`config.mk`:
```
export PLATFORM = sky130hd
export DESIGN_NAME = motion_speed_table_check_unit
export DESIGN_NICKNAME = d
export VERILOG_FILES = /design/src/msc_pkg.sv /design/src/msc_front.sv /design/src/msc_quant.sv /design/src/msc_div.sv /design/src/motion_speed_table_check_unit.sv
export SDC_FILE = /design/constraint.sdc
export NUM_CORES = 2
export LEC_CHECK = 0
export ABC_AREA = 1
export BUFFER_PORTS_ARGS = -buffer_cell sky130_fd_sc_hd__buf_4
export CAP_MARGIN = 20
export CORE_ASPECT_RATIO = 1.4
export CORE_MARGIN = 2
export CORE_UTILIZATION = 59
export CTS_CLUSTER_SIZE = 28
export DETAILED_ROUTE_END_ITERATION = 12
export PLACE_DENSITY = 0.75
export RECOVER_POWER = 100
export SYNTH_ARGS = -nofsm -noshare
export SYNTH_HDL_FRONTEND = slang
export SYNTH_SLANG_ARGS = --single-unit
```
`constraint.sdc`:
```
create_clock -name aclk -period 38.9 [get_ports aclk]
set_clock_uncertainty 0.2 [all_clocks]
set_input_delay 5.835 -clock aclk [delete_from_list [all_inputs] [get_ports aclk]]
set_output_delay 5.835 -clock aclk [all_outputs]
set_load 0.1 [all_outputs]
```
`src/msc_pkg.sv`:
```
`timescale 1ns / 1ps
// shared types, constants and speed range tables for the speed table check
package msc_pkg;

    localparam int AXIS_W      = 8;
    localparam int VEL_W       = 32;
    localparam int RATE_W      = 40;
    localparam int STATUS_W    = 3;
    localparam int START_W     = 22;
    localparam int TOP_W       = 23;
    localparam int UNITS_W     = 14;
    localparam int RANGE_COUNT = 15;
    localparam int RANGE_W     = 4;
    localparam int Q_W         = 6;
    localparam int RECIP_W     = 33;
    localparam int RECIP_SHIFT = 32;
    localparam int RAMP_SCALE  = 100;
    localparam int SCALE_W     = 7;

    localparam logic [TOP_W-1:0]   TOP_MAX   = 23'd5000000;
    localparam logic [START_W-1:0] START_MAX = 22'd2500000;
    localparam logic [UNITS_W-1:0] UNITS_MAX = 14'd10000;

    typedef enum logic [STATUS_W-1:0] {
        ST_OK       = 3'd0,
        ST_BAD_AXIS = 3'd1,
        ST_RANGE    = 3'd2,
        ST_START    = 3'd3,
        ST_RAMP     = 3'd4
    } status_t;

    typedef logic [RANGE_W-1:0] range_idx_t;

    // sideband that rides along with an item through the back stages
    typedef struct packed {
        status_t             status;
        logic [START_W-1:0]  start;
        logic [TOP_W-1:0]    top;
        range_idx_t          range;
    } ctx_t;

    // upper bound of each speed range, steps/s
    function automatic logic [TOP_W-1:0] range_upper(input range_idx_t idx);
        logic [TOP_W-1:0] v;
        unique case (idx)
            4'd0:    v = 23'd20;
            4'd1:    v = 23'd250;
            4'd2:    v = 23'd500;
            4'd3:    v = 23'd1000;
            4'd4:    v = 23'd2500;
            4'd5:    v = 23'd5000;
            4'd6:    v = 23'd10000;
            4'd7:    v = 23'd25000;
            4'd8:    v = 23'd50000;
            4'd9:    v = 23'd100000;
            4'd10:   v = 23'd250000;
            4'd11:   v = 23'd500000;
            4'd12:   v = 23'd1000000;
            4'd13:   v = 23'd2000000;
            default: v = 23'd5000000;
        endcase
        return v;
    endfunction

    // speed quantum of each range
    function automatic logic [Q_W-1:0] range_quantum(input range_idx_t idx);
        logic [Q_W-1:0] v;
        unique case (idx)
            4'd0, 4'd1, 4'd2, 4'd3, 4'd4, 4'd5: v = 6'd1;
            4'd6:    v = 6'd2;
            4'd7:    v = 6'd5;
            4'd8:    v = 6'd10;
            4'd9:    v = 6'd20;
            default: v = 6'd50;
        endcase
        return v;
    endfunction

    // ceil(2^32 / quantum), exact floor division for 23 bit dividends
    function automatic logic [RECIP_W-1:0] range_recip(input range_idx_t idx);
        logic [RECIP_W-1:0] v;
        unique case (idx)
            4'd0, 4'd1, 4'd2, 4'd3, 4'd4, 4'd5: v = 33'h1_0000_0000;
            4'd6:    v = 33'd2147483648;
            4'd7:    v = 33'd858993460;
            4'd8:    v = 33'd429496730;
            4'd9:    v = 33'd214748365;
            default: v = 33'd85899346;
        endcase
        return v;
    endfunction

    // lower ramp limit of each range in 10 ms units
    function automatic logic [UNITS_W-1:0] range_min_units(input range_idx_t idx);
        logic [UNITS_W-1:0] v;
        unique case (idx)
            4'd12:   v = 14'd2;
            4'd13:   v = 14'd4;
            4'd14:   v = 14'd10;
            default: v = 14'd1;
        endcase
        return v;
    endfunction

    // upper ramp limit of each range in 10 ms units
    function automatic logic [UNITS_W-1:0] range_max_units(input range_idx_t idx);
        logic [UNITS_W-1:0] v;
        unique case (idx)
            4'd0:    v = 14'd10;
            4'd1:    v = 14'd100;
            4'd12:   v = 14'd2000;
            4'd13:   v = 14'd4000;
            4'd14:   v = 14'd10000;
            default: v = 14'd1000;
        endcase
        return v;
    endfunction

endpackage

```
`src/msc_front.sv`:
```
`timescale 1ns / 1ps
// first stage: input limit checks, range pick and pre-rounding of the velocities
module msc_front #(
    parameter int FRACTION_BITS = 8,
    parameter int AXIS_LIMIT    = 32
) (
    input  logic                          aclk,
    input  logic                          aresetn,
    input  logic                          in_valid,
    output logic                          in_ready,
    input  logic [msc_pkg::AXIS_W-1:0]    axis_number,
    input  logic [msc_pkg::VEL_W-1:0]     start_velocity,
    input  logic [msc_pkg::VEL_W-1:0]     top_velocity,
    input  logic [msc_pkg::RATE_W-1:0]    ramp_rate,
    output logic                          out_valid,
    input  logic                          out_ready,
    output msc_pkg::status_t              out_status,
    output msc_pkg::range_idx_t           out_range,
    output logic [msc_pkg::TOP_W-1:0]     out_top_pre,
    output logic [msc_pkg::START_W-1:0]   out_start,
    output logic [msc_pkg::RATE_W-1:0]    out_rate
);

    localparam int CW = ((msc_pkg::VEL_W > msc_pkg::TOP_W + FRACTION_BITS) ?
                         msc_pkg::VEL_W : msc_pkg::TOP_W + FRACTION_BITS) + 1;
    localparam int SW = ((msc_pkg::VEL_W + 1 > msc_pkg::Q_W + FRACTION_BITS) ?
                         msc_pkg::VEL_W + 1 : msc_pkg::Q_W + FRACTION_BITS) + 1;

    logic                        valid_reg;
    msc_pkg::status_t            status_reg, status_next;
    msc_pkg::range_idx_t         range_reg, range_next;
    logic [msc_pkg::TOP_W-1:0]   top_pre_reg;
    logic [msc_pkg::START_W-1:0] start_reg;
    logic [msc_pkg::RATE_W-1:0]  rate_reg;

    logic [CW-1:0]               tv_w, sv_w, one_w;
    logic                        axis_bad, range_bad;
    logic [msc_pkg::Q_W-1:0]     quantum;
    logic [SW-1:0]               t_sum, t_shift, s_sum, s_shift;
    logic                        load;

    assign load     = !valid_reg || out_ready;
    assign in_ready = load;

    // limit checks and first matching range
    always_comb begin
        tv_w  = CW'(top_velocity);
        sv_w  = CW'(start_velocity);
        one_w = CW'(1) << FRACTION_BITS;
        axis_bad = (axis_number == '0) ||
                   (axis_number > msc_pkg::AXIS_W'(AXIS_LIMIT));
        range_bad = (sv_w < one_w) || (tv_w < (one_w << 1)) ||
                    (tv_w > (CW'(msc_pkg::TOP_MAX) << FRACTION_BITS)) ||
                    (sv_w > (CW'(msc_pkg::START_MAX) << FRACTION_BITS)) ||
                    (ramp_rate == '0);
        range_next = msc_pkg::range_idx_t'(msc_pkg::RANGE_COUNT - 1);
        for (int i = msc_pkg::RANGE_COUNT - 1; i >= 0; i--) begin
            if (tv_w <= (CW'(msc_pkg::range_upper(msc_pkg::range_idx_t'(i)))
                         << FRACTION_BITS)) begin
                range_next = msc_pkg::range_idx_t'(i);
            end
        end
        if (axis_bad) begin
            status_next = msc_pkg::ST_BAD_AXIS;
        end else if (range_bad) begin
            status_next = msc_pkg::ST_RANGE;
        end else begin
            status_next = msc_pkg::ST_OK;
        end
    end

    // half-up rounding offsets, dropping the fraction and the doubling bit
    always_comb begin
        quantum = msc_pkg::range_quantum(range_next);
        t_sum   = (SW'(top_velocity) << 1) + (SW'(quantum) << FRACTION_BITS);
        t_shift = t_sum >> (FRACTION_BITS + 1);
        s_sum   = (SW'(start_velocity) << 1) + (SW'(1) << FRACTION_BITS);
        s_shift = s_sum >> (FRACTION_BITS + 1);
    end

    // valid bit
    always_ff @(posedge aclk) begin
        if (!aresetn) begin
            valid_reg <= 1'b0;
        end else if (load) begin
            valid_reg <= in_valid;
        end
    end

    // payload
    always_ff @(posedge aclk) begin
        if (load) begin
            status_reg  <= status_next;
            range_reg   <= range_next;
            top_pre_reg <= t_shift[msc_pkg::TOP_W-1:0];
            start_reg   <= s_shift[msc_pkg::START_W-1:0];
            rate_reg    <= ramp_rate;
        end
    end

    assign out_valid   = valid_reg;
    assign out_status  = status_reg;
    assign out_range   = range_reg;
    assign out_top_pre = top_pre_reg;
    assign out_start   = start_reg;
    assign out_rate    = rate_reg;

endmodule

```
`src/msc_quant.sv`:
```
`timescale 1ns / 1ps
// two stages: top speed snapped to the range quantum, then start against top checks
module msc_quant (
    input  logic                          aclk,
    input  logic                          aresetn,
    input  logic                          in_valid,
    output logic                          in_ready,
    input  msc_pkg::status_t              in_status,
    input  msc_pkg::range_idx_t           in_range,
    input  logic [msc_pkg::TOP_W-1:0]     in_top_pre,
    input  logic [msc_pkg::START_W-1:0]   in_start,
    input  logic [msc_pkg::RATE_W-1:0]    in_rate,
    output logic                          out_valid,
    input  logic                          out_ready,
    output msc_pkg::ctx_t                 out_ctx,
    output logic [msc_pkg::RATE_W-1:0]    out_rate
);

    localparam int PW = msc_pkg::TOP_W + msc_pkg::RECIP_W;
    localparam int TW = msc_pkg::TOP_W + msc_pkg::Q_W;

    // stage a: quotient by the quantum through the reciprocal
    logic                        a_valid_reg;
    msc_pkg::status_t            a_status_reg;
    msc_pkg::range_idx_t         a_range_reg;
    logic [msc_pkg::TOP_W-1:0]   a_qt_reg;
    logic [msc_pkg::START_W-1:0] a_start_reg;
    logic [msc_pkg::RATE_W-1:0]  a_rate_reg;
    logic [PW-1:0]               a_prod;
    logic                        a_load;

    // stage b: snapped top speed and checks
    logic                        b_valid_reg;
    msc_pkg::ctx_t               b_ctx_reg, b_ctx_next;
    logic [msc_pkg::RATE_W-1:0]  b_rate_reg;
    logic [TW-1:0]               b_top;
    logic                        b_bad;
    logic                        b_load;

    assign b_load   = !b_valid_reg || out_ready;
    assign a_load   = !a_valid_reg || b_load;
    assign in_ready = a_load;

    assign a_prod = PW'(in_top_pre) * PW'(msc_pkg::range_recip(in_range));

    always_ff @(posedge aclk) begin
        if (!aresetn) begin
            a_valid_reg <= 1'b0;
            b_valid_reg <= 1'b0;
        end else begin
            if (a_load) begin
                a_valid_reg <= in_valid;
            end
            if (b_load) begin
                b_valid_reg <= a_valid_reg;
            end
        end
    end

    always_ff @(posedge aclk) begin
        if (a_load) begin
            a_status_reg <= in_status;
            a_range_reg  <= in_range;
            a_qt_reg     <= a_prod[msc_pkg::RECIP_SHIFT +: msc_pkg::TOP_W];
            a_start_reg  <= in_start;
            a_rate_reg   <= in_rate;
        end
    end

    // snapped top and the start over half top check
    always_comb begin
        b_top = TW'(a_qt_reg) * TW'(msc_pkg::range_quantum(a_range_reg));
        b_bad = (b_top < TW'(2)) || (b_top > TW'(msc_pkg::TOP_MAX)) ||
                (a_start_reg == '0) || (a_start_reg > msc_pkg::START_MAX) ||
                ((TW'(a_start_reg) << 1) > b_top);
        b_ctx_next.status = a_status_reg;
        if (a_status_reg == msc_pkg::ST_OK && b_bad) begin
            b_ctx_next.status = msc_pkg::ST_START;
        end
        b_ctx_next.start = a_start_reg;
        b_ctx_next.top   = b_top[msc_pkg::TOP_W-1:0];
        b_ctx_next.range = a_range_reg;
    end

    always_ff @(posedge aclk) begin
        if (b_load) begin
            b_ctx_reg  <= b_ctx_next;
            b_rate_reg <= a_rate_reg;
        end
    end

    assign out_valid = b_valid_reg;
    assign out_ctx   = b_ctx_reg;
    assign out_rate  = b_rate_reg;

endmodule

```
`src/msc_div.sv`:
```
`timescale 1ns / 1ps
// pipelined restoring divider, two quotient bits per stage, with overflow flag
module msc_div #(
    parameter int NUM_W = 49
) (
    input  logic                          aclk,
    input  logic                          aresetn,
    input  logic                          in_valid,
    output logic                          in_ready,
    input  logic [NUM_W-1:0]              in_num,
    input  logic [msc_pkg::RATE_W:0]      in_den,
    input  msc_pkg::ctx_t                 in_ctx,
    output logic                          out_valid,
    input  logic                          out_ready,
    output logic [msc_pkg::UNITS_W-1:0]   out_quot,
    output logic                          out_ovf,
    output msc_pkg::ctx_t                 out_ctx
);

    localparam int QW     = msc_pkg::UNITS_W;
    localparam int DEN_W  = msc_pkg::RATE_W + 1;
    localparam int RW     = (NUM_W > DEN_W + QW) ? NUM_W : DEN_W + QW;
    localparam int STEPS  = 2;
    localparam int STAGES = (QW + STEPS - 1) / STEPS;

    logic [STAGES-1:0] valid_reg;
    logic [STAGES-1:0] load;
    logic [RW-1:0]     rem_reg  [STAGES];
    logic [QW-1:0]     quot_reg [STAGES];
    logic              ovf_reg  [STAGES];
    logic [DEN_W-1:0]  den_reg  [STAGES];
    msc_pkg::ctx_t     ctx_reg  [STAGES];

    assign in_ready = load[0];

    for (genvar s = 0; s < STAGES; s++) begin : g_stage
        logic              v_in;
        logic [RW-1:0]     rem_in, rem_next;
        logic [QW-1:0]     quot_in, quot_next;
        logic              ovf_in, ovf_next;
        logic [DEN_W-1:0]  den_in;
        msc_pkg::ctx_t     ctx_in;

        if (s == 0) begin : g_first
            assign v_in    = in_valid;
            assign rem_in  = RW'(in_num);
            assign quot_in = '0;
            assign ovf_in  = 1'b0;
            assign den_in  = in_den;
            assign ctx_in  = in_ctx;
        end else begin : g_rest
            assign v_in    = valid_reg[s-1];
            assign rem_in  = rem_reg[s-1];
            assign quot_in = quot_reg[s-1];
            assign ovf_in  = ovf_reg[s-1];
            assign den_in  = den_reg[s-1];
            assign ctx_in  = ctx_reg[s-1];
        end

        if (s == STAGES - 1) begin : g_last_ready
            assign load[s] = !valid_reg[s] || out_ready;
        end else begin : g_mid_ready
            assign load[s] = !valid_reg[s] || load[s+1];
        end

        // compare and subtract for this stage's quotient bits
        always_comb begin
            int b;
            rem_next  = rem_in;
            quot_next = quot_in;
            ovf_next  = ovf_in;
            if (s == 0) begin
                ovf_next = (rem_in >= (RW'(den_in) << QW));
            end
            for (int j = 0; j < STEPS; j++) begin
                b = QW - 1 - (s * STEPS + j);
                if (b >= 0) begin
                    if (rem_next >= (RW'(den_in) << b)) begin
                        rem_next = rem_next - (RW'(den_in) << b);
                        quot_next[b[$clog2(QW)-1:0]] = 1'b1;
                    end
                end
            end
        end

        always_ff @(posedge aclk) begin
            if (!aresetn) begin
                valid_reg[s] <= 1'b0;
            end else if (load[s]) begin
                valid_reg[s] <= v_in;
            end
        end

        always_ff @(posedge aclk) begin
            if (load[s]) begin
                rem_reg[s]  <= rem_next;
                quot_reg[s] <= quot_next;
                ovf_reg[s]  <= ovf_next;
                den_reg[s]  <= den_in;
                ctx_reg[s]  <= ctx_in;
            end
        end
    end

    assign out_valid = valid_reg[STAGES-1];
    assign out_quot  = quot_reg[STAGES-1];
    assign out_ovf   = ovf_reg[STAGES-1];
    assign out_ctx   = ctx_reg[STAGES-1];

endmodule

```
`src/motion_speed_table_check_unit.sv`:
```
`timescale 1ns / 1ps
// top level of the motion speed table check pipeline
//
//  channel   direction  tdata fields (lsb first)                          tuser / tlast
//  s_        in         axis_number 8, start_velocity 32, top_velocity 32,  none
//                       ramp_rate 40 (112 bits)
//  m_        out        status 3, start_speed 22, top_speed 23,            none
//                       accel_units 14, decel_units 14, zero pad 4 (80 bits)
//
// one beat in and one beat out per cycle while m_tready is high, through the
// front stage, two quantizing stages, the numerator stage, seven divider
// stages and the output register. aresetn clears only the valid bits, there
// is no clearing pass. each stage holds while its successor is full, so
// bubbles close up and the input keeps taking beats while a result waits.
module motion_speed_table_check_unit #(
    parameter int FRACTION_BITS = 8,
    parameter int AXIS_LIMIT    = 32
) (
    input  logic         aclk,
    input  logic         aresetn,
    input  logic         s_tvalid,
    output logic         s_tready,
    // axis_number, start_velocity, top_velocity, ramp_rate
    input  logic [111:0] s_tdata,
    output logic         m_tvalid,
    input  logic         m_tready,
    // status, start_speed, top_speed, accel_units, decel_units, pad
    output logic [79:0]  m_tdata
);

    localparam int NUM_W = ((msc_pkg::TOP_W + msc_pkg::SCALE_W + FRACTION_BITS + 1 >
                             msc_pkg::RATE_W) ?
                            msc_pkg::TOP_W + msc_pkg::SCALE_W + FRACTION_BITS + 1 :
                            msc_pkg::RATE_W) + 1;

    // front stage
    logic                        f_valid, f_ready;
    msc_pkg::status_t            f_status;
    msc_pkg::range_idx_t         f_range;
    logic [msc_pkg::TOP_W-1:0]   f_top_pre;
    logic [msc_pkg::START_W-1:0] f_start;
    logic [msc_pkg::RATE_W-1:0]  f_rate;

    // quantizer
    logic                        q_valid, q_ready;
    msc_pkg::ctx_t               q_ctx;
    logic [msc_pkg::RATE_W-1:0]  q_rate;

    // numerator stage
    logic                        n_valid_reg, n_load;
    logic [NUM_W-1:0]            n_num_reg, n_num_next;
    logic [msc_pkg::RATE_W:0]    n_den_reg;
    msc_pkg::ctx_t               n_ctx_reg;
    logic [msc_pkg::TOP_W-1:0]   n_diff;
    logic                        d_ready;

    // divider
    logic                        d_valid;
    logic [msc_pkg::UNITS_W-1:0] d_quot;
    logic                        d_ovf;
    msc_pkg::ctx_t               d_ctx;

    // output register
    logic                        o_valid_reg, o_load;
    msc_pkg::status_t            o_status_reg, o_status_next;
    logic [msc_pkg::START_W-1:0] o_start_reg, o_start_next;
    logic [msc_pkg::TOP_W-1:0]   o_top_reg, o_top_next;
    logic [msc_pkg::UNITS_W-1:0] o_units_reg, o_units_next;
    logic                        ramp_bad;

    msc_front #(
        .FRACTION_BITS (FRACTION_BITS),
        .AXIS_LIMIT    (AXIS_LIMIT)
    ) u_front (
        .aclk           (aclk),
        .aresetn        (aresetn),
        .in_valid       (s_tvalid),
        .in_ready       (s_tready),
        .axis_number    (s_tdata[7:0]),
        .start_velocity (s_tdata[39:8]),
        .top_velocity   (s_tdata[71:40]),
        .ramp_rate      (s_tdata[111:72]),
        .out_valid      (f_valid),
        .out_ready      (f_ready),
        .out_status     (f_status),
        .out_range      (f_range),
        .out_top_pre    (f_top_pre),
        .out_start      (f_start),
        .out_rate       (f_rate)
    );

    msc_quant u_quant (
        .aclk       (aclk),
        .aresetn    (aresetn),
        .in_valid   (f_valid),
        .in_ready   (f_ready),
        .in_status  (f_status),
        .in_range   (f_range),
        .in_top_pre (f_top_pre),
        .in_start   (f_start),
        .in_rate    (f_rate),
        .out_valid  (q_valid),
        .out_ready  (q_ready),
        .out_ctx    (q_ctx),
        .out_rate   (q_rate)
    );

    // numerator 2 * 100 * 2^f * (top - start) + rate, denominator 2 * rate
    assign n_load  = !n_valid_reg || d_ready;
    assign q_ready = n_load;
    assign n_diff  = q_ctx.top - msc_pkg::TOP_W'(q_ctx.start);

    always_comb begin
        n_num_next = ((NUM_W'(n_diff) * NUM_W'(msc_pkg::RAMP_SCALE))
                      << (FRACTION_BITS + 1)) + NUM_W'(q_rate);
    end

    always_ff @(posedge aclk) begin
        if (!aresetn) begin
            n_valid_reg <= 1'b0;
        end else if (n_load) begin
            n_valid_reg <= q_valid;
        end
    end

    always_ff @(posedge aclk) begin
        if (n_load) begin
            n_num_reg <= n_num_next;
            n_den_reg <= {q_rate, 1'b0};
            n_ctx_reg <= q_ctx;
        end
    end

    msc_div #(
        .NUM_W (NUM_W)
    ) u_div (
        .aclk      (aclk),
        .aresetn   (aresetn),
        .in_valid  (n_valid_reg),
        .in_ready  (d_ready),
        .in_num    (n_num_reg),
        .in_den    (n_den_reg),
        .in_ctx    (n_ctx_reg),
        .out_valid (d_valid),
        .out_ready (o_load),
        .out_quot  (d_quot),
        .out_ovf   (d_ovf),
        .out_ctx   (d_ctx)
    );

    // ramp time limits and final status
    always_comb begin
        ramp_bad = d_ovf || (d_quot == '0) || (d_quot > msc_pkg::UNITS_MAX) ||
                   (d_quot < msc_pkg::range_min_units(d_ctx.range)) ||
                   (d_quot > msc_pkg::range_max_units(d_ctx.range));
        o_status_next = d_ctx.status;
        if (d_ctx.status == msc_pkg::ST_OK && ramp_bad) begin
            o_status_next = msc_pkg::ST_RAMP;
        end
        if (o_status_next == msc_pkg::ST_OK) begin
            o_start_next = d_ctx.start;
            o_top_next   = d_ctx.top;
            o_units_next = d_quot;
        end else begin
            o_start_next = '0;
            o_top_next   = '0;
            o_units_next = '0;
        end
    end

    assign o_load = !o_valid_reg || m_tready;

    always_ff @(posedge aclk) begin
        if (!aresetn) begin
            o_valid_reg <= 1'b0;
        end else if (o_load) begin
            o_valid_reg <= d_valid;
        end
    end

    always_ff @(posedge aclk) begin
        if (o_load) begin
            o_status_reg <= o_status_next;
            o_start_reg  <= o_start_next;
            o_top_reg    <= o_top_next;
            o_units_reg  <= o_units_next;
        end
    end

    assign m_tvalid = o_valid_reg;
    assign m_tdata  = {4'b0, o_units_reg, o_units_reg, o_top_reg, o_start_reg,
                       o_status_reg};

endmodule

```
Word-level counts from Yosys, hierarchy flattened
Memory sizes are Yosys's and may differ from the RTL's. A register that Yosys moved wholly into a read port is not among the register bits.
Index checks and enable logic that the tools add are counted.

word-level totals
  input bits = 116
  bits in read-only memories = 704
  bits in writable memories = 1,141
  output and inout port bits = 82
  bits in registers = 483
  memories kept = 8
  logic and storage cells = 220

memories
  name              depth  width  read ports  clocked after memory_dff  write ports  RTL line       text
  (name not given)  16     32     1           1                         0            msc_pkg.sv:82  unique case (idx)
  u_div.rem_reg     7      55     6           0                         7            msc_div.sv:28  logic [RW-1:0] rem_reg [STAGES];
  u_div.ctx_reg     7      52     7           0                         7            msc_div.sv:32  msc_pkg::ctx_t ctx_reg [STAGES];
  u_div.den_reg     7      41     6           0                         7            msc_div.sv:31  logic [DEN_W-1:0] den_reg [STAGES];
  u_div.quot_reg    7      14     7           0                         7            msc_div.sv:29  logic [QW-1:0] quot_reg [STAGES];
  (name not given)  16     6      1           0                         0            msc_pkg.sv:68  unique case (idx)
  +2 memories       --     --     --          --                        --           --

operators by class
  equality and inequality tests = 4
  $add $sub $neg = 18
  magnitude comparators = 41
  multipliers = 3
  muxes and demuxes = 62
  reductions and logical operators = 47

operators with widths
  cell                                 count
  two-way mux 55 bit                   14
  one-hot mux 14 bit (5 select lines)  1
  two-way mux 4 bit                    15
  >= comparator 41 x 55 -> 1 bit       1
  >= comparator 55 x 41 -> 1 bit       1
  >= comparator 55 x 42 -> 1 bit       1
  >= comparator 55 x 43 -> 1 bit       1
  >= comparator 55 x 44 -> 1 bit       1
  >= comparator 55 x 45 -> 1 bit       1
  >= comparator 55 x 46 -> 1 bit       1
  >= comparator 55 x 47 -> 1 bit       1
  >= comparator 55 x 48 -> 1 bit       1
  >= comparator 55 x 49 -> 1 bit       1
  >= comparator 55 x 50 -> 1 bit       1
  >= comparator 55 x 51 -> 1 bit       1
  >= comparator 55 x 52 -> 1 bit       1
  >= comparator 55 x 53 -> 1 bit       1
  multiplier 23 x 33 -> 55 bit         1
  subtractor 41 x 54 -> 55 bit         1
  subtractor 55 x 41 -> 55 bit         1
  subtractor 55 x 42 -> 55 bit         1
  subtractor 55 x 43 -> 55 bit         1
  subtractor 55 x 44 -> 55 bit         1
  subtractor 55 x 45 -> 55 bit         1
  other kinds (56)                     124

Longest topological paths before layout
An unclocked memory read counts as a cell.

  depth after elaboration = 17
  gate-level depth with buffers = 42

By module
Synthesis repeated with hierarchy kept, for this count alone.

second synthesis, totals
  cell total of the unflattened synthesis = 15,713
  area, all modules = 127,245.8 µm²

modules (own cells, without submodules)
  module                         instances  seq. area each (µm²)  cells each  area an instance (µm²)
  msc_div                        1          30,259.0              10,102      76,921.3
  msc_quant                      1          5,685.5               3,544       32,145.8
  motion_speed_table_check_unit  1          5,565.3               1,391       12,493.2
  msc_front                      1          2,752.6               676         5,685.5

Worst setup path after synthesis
Ideal clock, no wire load.

  path kind = in2out
  start point = in m_tready
  end point = out s_tready
  required time = 32.865 ns
  setup slack = 10.904 ns
  arrival time = 21.961 ns
  stages on the path = 22
  buffers on the path = 0
  cells stage by stage = nor2_1 -> inv_2 -> nor2_2 -> inv_2 -> nor2_1 -> inv_2 -> nor2_2 -> inv_2 -> nor2_1 -> inv_2 -> nor2_2 -> inv_2 -> nor2_1 -> inv_2 -> nor2_2 -> inv_2 -> nor2_1 -> inv_2 -> nor2_4 -> nand2_2 -> nor2_4 -> inv_1

between the ends
  longest elaborated chain between the ends = 12

RTL lines
  element                  RTL line                              text
  start: declaration       motion_speed_table_check_unit.sv:26   input logic m_tready,
  logical OR 1 bit         motion_speed_table_check_unit.sv:171  assign o_load = !o_valid_reg || m_tready;
  named net o_load         motion_speed_table_check_unit.sv:64   logic o_valid_reg, o_load;
  logical OR 1 bit         msc_div.sv:61                         assign load[s] = !valid_reg[s] || out_ready;
  named net u_div.load[6]  msc_div.sv:27                         logic [STAGES-1:0] load;
  logical OR 1 bit         msc_div.sv:63                         assign load[s] = !valid_reg[s] || load[s+1];
  named net u_div.load[5]  msc_div.sv:27
  logical OR 1 bit         msc_div.sv:63
  named net u_div.load[4]  msc_div.sv:27
  [1 not listed]           --
  named net u_div.load[3]  msc_div.sv:27
  [1 not listed]           --
  named net u_div.load[2]  msc_div.sv:27
  [1 not listed]           --
  named net u_div.load[1]  msc_div.sv:27
  logical OR 1 bit         msc_div.sv:63
  named net d_ready        motion_speed_table_check_unit.sv:55   logic d_ready;
  logical OR 1 bit         motion_speed_table_check_unit.sv:109  assign n_load = !n_valid_reg || d_ready;
  named net n_load         motion_speed_table_check_unit.sv:50   logic n_valid_reg, n_load;
  logical OR 1 bit         msc_quant.sv:40                       assign b_load = !b_valid_reg || out_ready;
  logical OR 1 bit         msc_quant.sv:41                       assign a_load = !a_valid_reg || b_load;
  logical OR 1 bit         msc_front.sv:42                       assign load = !valid_reg || out_ready;
  end: declaration         motion_speed_table_check_unit.sv:22   output logic s_tready,

The timed path passes the listed nets, and every way through them passes these cells.

Final worst setup path
Same ends and word-level chain as after synthesis.

==> metrics.txt <==
total via count in the routed design=95300; total of flip-flops plus latches after synthesis=1430; Max-Cap Viols=33; Post-DRT Antenna Nets=0; crit end category=output pin; cell count after synthesis=13200; die extent in x=379 um; synth unique cells=79; Placed Instances=15900; aggregate routed wire length=394 mm; Num CTS Buffers=145; num ports=198; clock latency on the worst-skew pair=0.81 ns; Yosys top cell area share=0.361; layout overhead on the synthesized area=7.34%; max FFs per register=357; initial standard-cell utilization of the core=0.594; count of nets after finishing=15200; Max-slew headroom=-1.54; average wire per cell in the routed design=24.3 um; global placer's final weighted congestion=1.09; H-tree levels=4; clock root buffer master=sky130_fd_sc_hd__clkbuf_16; total overflow reported by the global router=0; final non-filler cell total=16200; Detailed Place HPWL=317 mm; startpoint kind of the worst setup timing path=input pin; Total Die Area=201000 um2; Synth Area per Inst=8.80 um2; setup repair after global routing missed its margin=no; largest net degree at the start of global routing=93; combined buffer and inverter count along the critical path=14; number of instances resized during post-cts repair=0; DRT iter0 DRCs=8468; vias per inst=5.89; count of hold buffers inserted by post-cts repair=0; Syn Std Cell Area=116000 um2; CTS Buffer Depth=4; clock-pin transition on the worst setup and hold timing paths=0.07 ns; utilization after layout=0.638; area of the core region=196000 um2; fraction of layout cells with a size suffix above 1=0.0327; maximum fanout along the worst path=92; clock tree from TritonCTS=built; Largest delay share family, worst path=buffers and inverters; die height=530 um; fmax=0.0351 GHz; count of buffers from port buffering=193; post-CTS setup-driven buffer insertion count=0; hold crit path type=reg -> reg; top area cells in the synthesized netlist=sky130_fd_sc_hd__edfxtp_1 36%, sky130_fd_sc_hd__fa_1 12%, sky130_fd_sc_hd__ha_1 11%; slowest library cell on the worst path=sky130_fd_sc_hd__clkbuf_1; fin. max-slew vios=1747; Yosys warnings=0; share of flip-flops with an asynchronous set or reset=0; share of the clock period used by the worst path after layout=0.732; number of hold violations in the final report=0; post-synth top area cell=sky130_fd_sc_hd__edfxtp_1; Arrival @ worst endpoint=22.44 ns; fraction of the yosys area taken by sequential cells=0.366; vias in the first global route=99600; sink count of the clock tree=1430; Remaining DRCs=0; maximum cell stage delay along the critical path=2.45 ns; initial antenna violation count=23; data required time at the worst endpoint=32.86 ns; minimum clock period=28.48 ns; number of flops mapped to enable cells by yosys=1400; wire length of the first global-routing pass=583 mm; run status=finished, violations left; std cell rows=192; slew at the pin closest to its max-slew limit=3.81 ns; global-route total usage across every layer=0.391; cell with the most instances on the worst path=sky130_fd_sc_hd__nor2_1; DR pass1 iterations=8; violations in the final reports=capacitance limit, slew limit; most instantiated flip-flop cell in the synthesis netlist=sky130_fd_sc_hd__edfxtp_1; setup tns final=0 ns; CP Class=in -> out; count of final setup violators=0
## cell families after synthesis
logic type | Yosys count | synth area share
buffers and inverters | 2765 | 0.0912
adder cells (fa/ha/maj) | 1674 | 0.225
other | 1 | 0.0000322
AO/OA/AOI/OAI | 2361 | 0.113
flip-flops | 1430 | 0.366
XOR/XNOR | 692 | 0.0521
AND/OR/NAND/NOR | 4308 | 0.152
## path summary, 6_finish.rpt
kind | slack, ns | cells past startpoint | endpoint | from
hold reg to reg | 0.20 | 0 | u_div.ctx_reg[5][44] | u_div.ctx_reg[4][44]
setup / recovery | 10.42 | 26 | s_tready | m_tready
hold / removal | 0.20 | 0 | u_div.ctx_reg[5][44] | u_div.ctx_reg[4][44]
setup reg to reg | 18.42 | 31 | register | m_tvalid
## metrics by stage
stage / area [um2] / hold WS [ns] / setup WS [ns]
3_5_place_dp: 121000 / 0.205 / 18.03
3_3_place_gp: 121000 / 0.200 / 18.45
4_1_cts: 125000 / 0.189 / 17.81
5_1_grt: 125000 / 0.203 / 8.88
6_report: 125000 / 0.204 / 10.42
2_1_floorplan: 116000 / 0.200 / 10.90
## per-layer routing
layer | routed length (um) | GRT usage
met5 | 82 | 0.000726
met3 | 27300 | 0.0700
met4 | 40500 | 0.324
met1 | 129000 | 0.394
met2 | 197000 | 0.699
## cell type report
| cell class | instances | area (um2) |
|---|---|---|
| clock inverters | 79 | 931 |
| multi-input cells | 9039 | 63000 |
| flip-flops and latches | 1430 | 42600 |
| fillers | 15900 | 70900 |
| diodes | 18 | 45.0 |
| repair buffers | 276 | 1610 |
| clock buffers | 169 | 3800 |
| well taps | 2619 | 3280 |
| inverters | 2554 | 9620 |
## worst register-to-register path: cells and delay by family, from the launching register on
family / cells / cell delay [ns]
simple gates: 13 / 4.11
buf+inv: 16 / 14.88
compound gates: 2 / 0.84
flops: 1 / 0.31
## cells in the mapped netlist (all sizes together) (47+ instances only)
master / n
fa: 697
nand2: 2449
edfxtp: 1400
clkbuf: 129
ha: 977
nand4: 128
xor2: 382
o21a: 77
a21boi: 47
xnor2: 310
nand3: 337
a21oi: 1002
nor3: 144
nor2: 1104
o21bai: 51
a31oi: 165
buf: 82
o21ai: 834
nor4: 91
inv: 2551
## layout by cell type (no fill, tap or decap), drive strengths merged, types with 24 or more instances in the layout
master / n
o211ai: 31
edfxtp: 1400
a21oi: 1002
nand3: 337
inv: 2555
dfxtp: 30
nor4: 91
o21bai: 51
o21a: 77
nand4: 128
o221ai: 24
nand2: 2449
a31oi: 165
nor2: 1104
a21o: 43
nor3: 144
clkbuf: 325
a21boi: 47
fa: 697
or2: 24
ha: 977
clkinv: 52
xor2: 382
xnor2: 310
buf: 120
o21ai: 834
Power is left out: the tool's default activity adds up to more than one toggle a clock period on the data nets, which glitch-free logic cannot reach.
